## config.mk

```make
export PLATFORM = sky130hd
export DESIGN_NAME = custom_float_to_binary64_flat
export DESIGN_NICKNAME = d
export VERILOG_FILES = /design/src/design/cf2d_pkg.sv /design/src/design/cf2d_if.sv /design/src/design/custom_float_to_binary64.sv /design/src/flat_wrapper.sv
export SDC_FILE = /design/constraint.sdc
export NUM_CORES = 2
export LEC_CHECK = 0
export ABC_AREA = 1
export BUFFER_PORTS_ARGS = -buffer_cell sky130_fd_sc_hd__buf_2
export CAP_MARGIN = 20
export CORE_ASPECT_RATIO = 0.5
export CORE_MARGIN = 2
export CORE_UTILIZATION = 51
export CTS_CLUSTER_DIAMETER = 100
export DETAILED_ROUTE_END_ITERATION = 6
export PLACE_DENSITY = 0.77
export SYNTH_ARGS = -nofsm -noshare
export SYNTH_HDL_FRONTEND = slang
export SYNTH_SLANG_ARGS = --single-unit
```

## constraint.sdc

```tcl
create_clock -name clk -period 9.9 [get_ports clk]
set_clock_uncertainty 0.2 [all_clocks]
set_input_delay 1.98 -clock clk [delete_from_list [all_inputs] [get_ports clk]]
set_output_delay 1.98 -clock clk [all_outputs]
set_load 0.05 [all_outputs]
```

## src/design/cf2d_pkg.sv

```systemverilog
// Shared types and constants of the custom float to binary64 converter.
`timescale 1ns / 1ps
package cf2d_pkg;

  typedef enum logic [2:0] {
    CLS_ZERO    = 3'd0,
    CLS_SUBNORM = 3'd1,
    CLS_NORMAL  = 3'd2,
    CLS_INF     = 3'd3,
    CLS_NAN     = 3'd4,
    CLS_INVALID = 3'd5
  } value_class_t;

  localparam logic [1:0] REG_TOTAL_WIDTH    = 2'd0;
  localparam logic [1:0] REG_FRACTION_WIDTH = 2'd1;

  localparam logic [63:0] D_QNAN = 64'h7FF8_0000_0000_0000;
  localparam logic [63:0] D_INF  = 64'h7FF0_0000_0000_0000;

  localparam logic [6:0] TOTAL_WIDTH_RST    = 7'd32;
  localparam logic [5:0] FRACTION_WIDTH_RST = 6'd23;

endpackage

```

## src/design/cf2d_if.sv

```systemverilog
// Valid/ready channel interfaces for raw words and binary64 results.
`timescale 1ns / 1ps
interface cf2d_in_if #(parameter int W = 64);
  logic         valid;
  logic         ready;
  logic [W-1:0] raw_word;
  modport source (output valid, output raw_word, input ready);
  modport sink   (input valid, input raw_word, output ready);
endinterface

interface cf2d_out_if;
  logic        valid;
  logic        ready;
  logic [63:0] double_bits;
  logic [2:0]  value_class;
  logic        inexact;
  modport source (output valid, output double_bits, output value_class, output inexact,
                  input ready);
  modport sink   (input valid, input double_bits, input value_class, input inexact,
                  output ready);
endinterface

```

## src/design/custom_float_to_binary64.sv

```systemverilog
// Top level: pipelined converter from a configurable float format to binary64.
`timescale 1ns / 1ps
// Each accepted beat passes the stage 1, 2 and 3 registers on its way to dbl.
// Throughput: one beat per cycle while dbl is not stalled; the three stages
// advance together whenever the output register is empty or its beat is taken,
// so a stall loses nothing. Reset (rst, synchronous): clears all stage valid
// bits, total_width to 32 and fraction_width to 23.
module custom_float_to_binary64
  import cf2d_pkg::*;
#(
  parameter int WORD_BITS = 64
) (
  input  logic       clk,
  input  logic       rst,
  input  logic       cfg_we,
  input  logic [1:0] cfg_index,
  input  logic [6:0] cfg_data,
  cf2d_in_if.sink    raw,
  cf2d_out_if.source dbl
);

  // Configuration registers
  logic [6:0] total_width;
  logic [5:0] fraction_width;

  always_ff @(posedge clk) begin
    if (rst) begin
      total_width    <= TOTAL_WIDTH_RST;
      fraction_width <= FRACTION_WIDTH_RST;
    end else if (cfg_we) begin
      if (cfg_index == REG_TOTAL_WIDTH) total_width <= cfg_data;
      if (cfg_index == REG_FRACTION_WIDTH) fraction_width <= cfg_data[5:0];
    end
  end

  // All stages move together; the output register frees up when taken.
  logic adv;
  logic v1, v2, v3;
  assign adv       = !v3 || dbl.ready;
  assign raw.ready = adv;

  // ---------------- Stage 1: unpack fields, classify, base exponent
  logic [63:0] word_ext, word, wmask, emask, fmask, ex, fr, bias;
  logic [6:0]  ew;
  logic        fmt_ok, sgn_c;
  logic signed [64:0] x0_c;
  value_class_t cls_c;
  logic        spec_c;
  logic [63:0] sbits_c, m_c;

  always_comb begin
    word_ext = 64'(raw.raw_word);
    fmt_ok = (total_width >= 7'd8) && (32'(total_width) <= WORD_BITS) &&
             (fraction_width != 6'd0) && ((7'(fraction_width) + 7'd1) < total_width);
    ew    = total_width - 7'(fraction_width) - 7'd1;
    wmask = ~(~64'd0 << total_width);
    word  = word_ext & wmask;
    sgn_c = word[6'(total_width - 7'd1)];
    emask = ~(~64'd0 << ew);
    fmask = ~(~64'd0 << fraction_width);
    ex    = (word >> fraction_width) & emask;
    fr    = word & fmask;
    bias  = (64'd1 << (ew - 7'd1)) - 64'd1;
    spec_c  = 1'b1;
    sbits_c = 64'd0;
    m_c     = fr;
    x0_c    = 65'sd1 - $signed({1'b0, bias}) - $signed(65'(fraction_width));
    if (!fmt_ok) begin
      cls_c = CLS_INVALID;
    end else if (ex == emask) begin
      if (fr == 64'd0) begin
        cls_c   = CLS_INF;
        sbits_c = D_INF | {sgn_c, 63'd0};
      end else begin
        cls_c   = CLS_NAN;
        sbits_c = D_QNAN;
      end
    end else if (ex == 64'd0) begin
      if (fr == 64'd0) begin
        cls_c = CLS_ZERO;
      end else begin
        cls_c  = CLS_SUBNORM;
        spec_c = 1'b0;
      end
    end else begin
      cls_c  = CLS_NORMAL;
      spec_c = 1'b0;
      m_c    = fr | (64'd1 << fraction_width);
      x0_c   = $signed({1'b0, ex}) - $signed({1'b0, bias});
    end
  end

  value_class_t cls1;
  logic        sgn1, spec1, sub1;
  logic [63:0] sbits1, m1;
  logic signed [64:0] x01;

  always_ff @(posedge clk) begin
    if (rst) v1 <= 1'b0;
    else if (adv) v1 <= raw.valid;
    if (adv) begin
      cls1   <= cls_c;
      sgn1   <= sgn_c;
      spec1  <= spec_c;
      sub1   <= (cls_c == CLS_SUBNORM);
      sbits1 <= sbits_c;
      m1     <= m_c;
      x01    <= x0_c;
    end
  end

  // ---------------- Stage 2: normalize, true exponent, saturate
  logic [5:0]  lz;
  logic [63:0] n_c;
  logic signed [64:0] x_c;
  logic        ovf_c;
  logic signed [11:0] xs_c;

  always_comb begin
    lz = 6'd0;
    for (int i = 0; i < 64; i++) begin
      if (m1[i]) lz = 6'(63 - i);
    end
    n_c   = m1 << lz;
    x_c   = sub1 ? (x01 + $signed({59'd0, 6'd63 - lz})) : x01;
    ovf_c = x_c > 65'sd1023;
    xs_c  = (x_c < -65'sd1200) ? -12'sd1200 : 12'(x_c);
  end

  value_class_t cls2;
  logic        sgn2, spec2, ovf2;
  logic [63:0] sbits2, n2;
  logic signed [11:0] xs2;

  always_ff @(posedge clk) begin
    if (rst) v2 <= 1'b0;
    else if (adv) v2 <= v1;
    if (adv) begin
      cls2   <= cls1;
      sgn2   <= sgn1;
      spec2  <= spec1;
      ovf2   <= ovf_c;
      sbits2 <= sbits1;
      n2     <= n_c;
      xs2    <= xs_c;
    end
  end

  // ---------------- Stage 3: denormalizing shift, round to nearest-even, pack
  logic        normal3, g3, st3, inx_c;
  logic signed [11:0] d3;
  logic [7:0]  t3;
  logic [127:0] v128;
  logic [53:0] rr;
  logic [10:0] e0;
  logic [62:0] sum;
  logic [63:0] bits_c;

  always_comb begin
    normal3 = xs2 >= -12'sd1022;
    d3      = -12'sd1022 - xs2;
    if (normal3) t3 = 8'd11;
    else if (d3 > 12'sd54) t3 = 8'd65;
    else t3 = 8'd11 + 8'(d3);
    v128 = {n2, 64'd0} >> t3;
    g3   = v128[63];
    st3  = |v128[62:0];
    rr   = 54'(v128[116:64]) + 54'(g3 & (st3 | v128[64]));
    e0   = normal3 ? 11'(xs2 + 12'sd1022) : 11'd0;
    sum  = {e0, 52'd0} + 63'(rr);
    inx_c  = g3 | st3;
    bits_c = {sgn2, sum};
    if (spec2) begin
      bits_c = sbits2;
      inx_c  = 1'b0;
    end else if (ovf2 || sum[62:52] == 11'h7FF) begin
      bits_c = D_INF | {sgn2, 63'd0};
      inx_c  = 1'b1;
    end
  end

  always_ff @(posedge clk) begin
    if (rst) v3 <= 1'b0;
    else if (adv) v3 <= v2;
    if (adv) begin
      dbl.double_bits <= bits_c;
      dbl.value_class <= cls2;
      dbl.inexact     <= inx_c;
    end
  end

  assign dbl.valid = v3;

  // Special classes leave the pipe with their fixed patterns.
  a_nan: assert property (@(posedge clk) disable iff (rst)
    v3 && dbl.value_class == CLS_NAN |-> dbl.double_bits == D_QNAN && !dbl.inexact)
    else $error("nan result not canonical");
  a_zero_inv: assert property (@(posedge clk) disable iff (rst)
    v3 && (dbl.value_class == CLS_ZERO || dbl.value_class == CLS_INVALID)
    |-> dbl.double_bits == 64'd0 && !dbl.inexact)
    else $error("zero or invalid result not clean");
  a_stall: assert property (@(posedge clk) disable iff (rst)
    v3 && !dbl.ready |=> v3 && $stable(dbl.double_bits))
    else $error("output beat lost under stall");
  a_flow: assert property (@(posedge clk) disable iff (rst)
    adv && v2 |=> v3)
    else $error("beat dropped between stages");

endmodule

```

## src/flat_wrapper.sv

```systemverilog
// flat-port wrapper written by rule: the top's interface ports become plain ports
module custom_float_to_binary64_flat import cf2d_pkg::*;
#(
  parameter int WORD_BITS = 64
)
  (clk, rst, cfg_we, cfg_index, cfg_data, raw_valid, raw_raw_word, raw_ready, dbl_valid, dbl_double_bits, dbl_value_class, dbl_inexact, dbl_ready);
  cf2d_in_if raw_i ();
  cf2d_out_if dbl_i ();
  input  logic clk;
  input  logic rst;
  input  logic cfg_we;
  input  logic [1:0] cfg_index;
  input  logic [6:0] cfg_data;
  input wire logic [$bits(raw_i.valid)-1:0] raw_valid;
  input wire logic [$bits(raw_i.raw_word)-1:0] raw_raw_word;
  output wire logic [$bits(raw_i.ready)-1:0] raw_ready;
  output wire logic [$bits(dbl_i.valid)-1:0] dbl_valid;
  output wire logic [$bits(dbl_i.double_bits)-1:0] dbl_double_bits;
  output wire logic [$bits(dbl_i.value_class)-1:0] dbl_value_class;
  output wire logic [$bits(dbl_i.inexact)-1:0] dbl_inexact;
  input wire logic [$bits(dbl_i.ready)-1:0] dbl_ready;
  assign raw_i.valid = raw_valid;
  assign raw_i.raw_word = raw_raw_word;
  assign raw_ready = raw_i.ready;
  assign dbl_valid = dbl_i.valid;
  assign dbl_double_bits = dbl_i.double_bits;
  assign dbl_value_class = dbl_i.value_class;
  assign dbl_inexact = dbl_i.inexact;
  assign dbl_i.ready = dbl_ready;
  custom_float_to_binary64 #(.WORD_BITS(WORD_BITS)) u_core (.clk(clk), .rst(rst), .cfg_we(cfg_we), .cfg_index(cfg_index), .cfg_data(cfg_data), .raw(raw_i), .dbl(dbl_i));
endmodule
```

==> impl.org <==
** Routing
- In the routed design, unresolved DRC markers number 2.
- Once detail routing completed, the nets flagged for antenna violations numbered 0.
- DR pass1 iterations :: 7
- First DRT Iteration DRCs :: 7560
- Average routed wire per standard cell :: 20.5 um
- Total vias in the final route :: 50.6k
- Vias per Instance :: 5.89
- Wires add up to approximately 180 mm.

** GRT
- GRT Residual Overflow :: 0
- Vias in the first global route :: 45.1k
- The first global-routing pass estimated between 200 and 300 mm of wire.
- Overall global routing resource usage :: 39.9%
- The number of antenna violations at the first check in global routing was 3.
- Maximum number of pins on one net before global-route repair :: 78

** Worst hold path
- Worst min-delay path startpoint :: u_core.cls2[2]
- The min-delay analysis places its worst path in the category flip-flop to flip-flop.
- Cell depth of the worst min-delay path :: 0
- Endpoint of the worst hold path :: u_core.dbl.value_class[2]

** Clock tree
- Worst-Skew Late Latency :: 600 ps
- Cell at the root of the clock tree :: sky130_fd_sc_hd__clkbuf_16
- Number of buffers created by CTS :: 34
- Maximum clock path buffer count :: 3
- In this run, post-CTS hold repair placed 0 buffers.
- CTS clock-pin slew for the worst setup and hold paths :: 80 ps
- Total number of H-tree levels :: 2
- CTS tree :: yes
- Clock tree sinks :: 307

** Yosys
- In the synthesized netlist, the number of instances is 6876.
- The number of nets in the synthesized netlist is 7138.
- Synthesized area :: 41500 um2
- Number of enable flip-flop cells after synthesis :: 291
- Of the total synthesized cell area, the portion taken by AND, OR, NAND and NOR gates is 36.0%.
- Share of synthesized cell area in full adder, half adder and majority cells :: roughly 5.6%
- Yosys Warn Count :: 0
- Compound-gate portion of the synthesized area :: between 15 and 20%
- Fraction of the yosys area taken by sequential cells :: 21.8%
- Of all flip-flops after synthesis, the portion carrying an async set or reset was 0%.
- Mux contribution to synthesized area :: 1.21%
- The synthesized netlist devotes 4.81% of its cell area to XOR and XNOR gates.
- By area, the combinational part of the netlist is dominated by simple AND/OR/NAND/NOR gates.
- Among all flip-flop cells after synthesis, the most frequent one is sky130_fd_sc_hd__edfxtp_1.
- Count of different cell masters after synthesis :: 77
- Average instance area after synthesis :: 6.03 um2
- Synthesized flop and latch total :: about 310

** Critical path
- For this design, the slowest cell found on the critical path is sky130_fd_sc_hd__edfxtp_1.
- The worst register-to-register path has a depth of 68.
- Reg-to-reg critical path startpoint :: u_core.xs2[1]
- The critical path is of the flip-flop to flip-flop type.
- Largest driver fanout on the critical path :: 7
- Required @ worst endpoint :: 10150 ps
- Number of buffers and inverters on the critical path :: 11
- Launching element type of the critical path :: flip-flop
- R2R Path End :: u_core.dbl.double_bits[50]
- The critical path crosses just under 70 cells after its start point.
- Delay contributed by the slowest stage of the critical path :: 480 ps
- Setup crit end kind :: flip-flop
- Register-to-Register Setup Slack :: -600 ps
- The kind of cell with the highest combined delay along the critical path is simple AND/OR/NAND/NOR gates.
- Worst path arrival time :: 10760 ps

** Timing
- Post-route worst hold slack :: between 200 and 250 ps
- Min setup slack post-route :: -605 ps
- Setup repair after global routing could not meet its margin everywhere.
- The smallest clock period supported by the final layout is computed as 10500 ps.
- The worst path uses 106% of the clock period.
- After routing, the total negative slack on setup checks comes to -29370 ps.
- Setup violations remaining at the end of the flow were counted as 62.
- For the pin with the worst max-slew slack, the measured transition is 1120 ps.
- Max-slew violation count :: 0
- The count of endpoints failing hold in the final timing report came to 0.
- Achievable frequency :: 95.2 MHz
- Worst slew slack as a fraction of its limit :: 24.5%

** Final layout
- Final std cells w/o fill :: 8590
- Leaving out fill and tap cells, the most frequent cells in the layout are sky130_fd_sc_hd__nand2_1, sky130_fd_sc_hd__inv_1, sky130_fd_sc_hd__nor2_1, sky130_fd_sc_hd__nand3_1, sky130_fd_sc_hd__buf_4.
- The finished cells cover 50600 um2.
- Most common library cell in the layout ignoring fill and taps :: sky130_fd_sc_hd__nand2_1
- Number of fill cells in the layout :: ~7.7k
- Compared with the post-synthesis result, the final layout area differs by 21.9%.
- Of the cells placed in the final design, the portion with a size suffix greater than 1 is ~18%.
- Once layout is complete, the utilization of the core stands at 63.2%.
- Layout net count :: 7740

** Floorplanning
- For this design the top-level I/O count stands at 148.
- Row cnt :: 73
- Die footprint :: 83800 um2
- The floorplan step set the die height to between 200 and 250 um.
- Starting Density :: 51.9%
- The total area inside the core boundary comes to 80000 um2.
- Measured along the x axis, the die boundary spans 407 um.

** Placed design
- Detailed placement HPWL :: between 100 and 150 mm
- # placed instances :: 8477
- At the end of routability-driven placement, the weighted congestion stood at 1.16.
- Count of input and output buffers :: approximately 150
- Before CTS, the worst setup slack after placement is -526 ps.
- Instance area at placement :: 47500 um2

** Pwr
- Power share of the combinational group :: about four fifths
- Switching share of power :: a little under three fifths
- Share of total power in the clock network :: 7.1%
- Internal Pwr Total :: 8.40 mW
- The completed layout was analyzed and its total power is 19.4 mW.
- Sequential share of power :: ~12%
- Power spread over the standard cell area amounts to around 380 nW/um2.
- VDD sags by at most 291 uV.
- For this design the static power due to leakage is 24.4 nW.
- The analysis attributes to net switching a power of approximately 11 mW.

** Flow run
- The tool flagged a number of max-cap violations equal to 0.

** Run status
- Status :: finished with violations
- Violations in the final reports :: DRC, setup timing
==> power groups by stage <==
| stage | sequential [mW] | combinational, mW | clock [mW] |
|---|---|---|---|
| finish | 2.39 | 15.6 | 1.38 |
| floorplan | 2.52 | 8.72 | 0 |
| CTS | 2.37 | 14.2 | 1.39 |
| global placement | 2.39 | 13.8 | 0 |
| detailed placement | 2.40 | 13.9 | 0 |
| global route | 2.42 | 16.9 | 1.44 |
==> synth_stat cells, drive strengths merged, types with 16 or more instances <==
master  count  area (um2)
nand3     706        3580
a31oi      41         257
nor2      823        3190
o21ai     747        3820
o21bai     20         150
nand4     106         691
edfxtp    291        8740
or2        20         125
dfxtp      16         320
nor4       82         543
a221oi     18         158
clkbuf    197         739
ha        179        2240
o22ai      28         175
xnor2      71         622
inv       957        3590
xor2      157        1380
a21oi     377        1900
o211ai     29         218
buf       104         604
nor3      159         828
nand2    1525        5730
o21a       20         151
mux2i      50         500
==> flip-flops by register name, summed over array words and instances, names as in the netlist, 6 cells and up <==
name,flops
u_core.total_width,7
u_core.x01,65
u_core.fraction_width,6
u_core.n2,64
u_core.m1,64
u_core.dbl.double_bits,64
u_core.xs2,12
==> worst max-delay path by stage <==
stage                                            end           from  slack (ps)
after CTS                 u_core.dbl.double_bits[15]  u_core.xs2[1]          10
after floorplan           u_core.dbl.double_bits[29]  u_core.xs2[1]          30
after detailed placement   u_core.dbl.double_bits[5]  u_core.xs2[2]        -530
final                     u_core.dbl.double_bits[50]  u_core.xs2[1]        -600
after global placement    u_core.dbl.double_bits[42]  u_core.xs2[2]        -340
after global routing      u_core.dbl.double_bits[50]  u_core.xs2[1]       -1230
==> layout make-up <==
| cell class | instances | area [um2] | area share, % |
|---|---|---|---|
| sequential | 307 | 9070 | 17.9 |
| multi-input combinational | 5300 | 28800 | 57.0 |
| clock inverter | 21 | 290 | 0.574 |
| antenna | 1 | 2.50 | 0.00495 |
| inverter | 968 | 3650 | 7.22 |
| clock buffer | 39 | 891 | 1.76 |
| tap | 1087 | 1360 | 2.69 |
| timing repair buffer | 867 | 6490 | 12.8 |
==> cells by family (layout without fill, tap and decap cells) <==
group | count (synthesis) | after routing
fa+ha+maj | 184 | 184
compound gates | 1382 | 1382
simple gates | 3456 | 3456
other cells | 0 | 1
buf+inv | 1269 | 1895
xor+xnor | 228 | 228
mux | 50 | 50
flops | 307 | 307
==> per-layer routing <==
| metal | global-route usage (%) | share of wire, % | vias up |
|---|---|---|---|
| met2 | 57.4 | 40 | 2905 |
| met3 | 11.4 | 14 | 397 |
| met4 | 11.3 | 3.2 | 6 |
| li1 | - | - | 24200 |
| met1 | 57.4 | 43 | 23100 |
| met5 | 0 | 0.025 | - |
==> what timing repair did <==
item,in CTS,in global routing
endpoints found under the setup margin,63,83
resized for setup,97,358
buffers inserted,21,25
pin swaps,16,79
cloned,2,7
(Power assumes the default switching activity.)
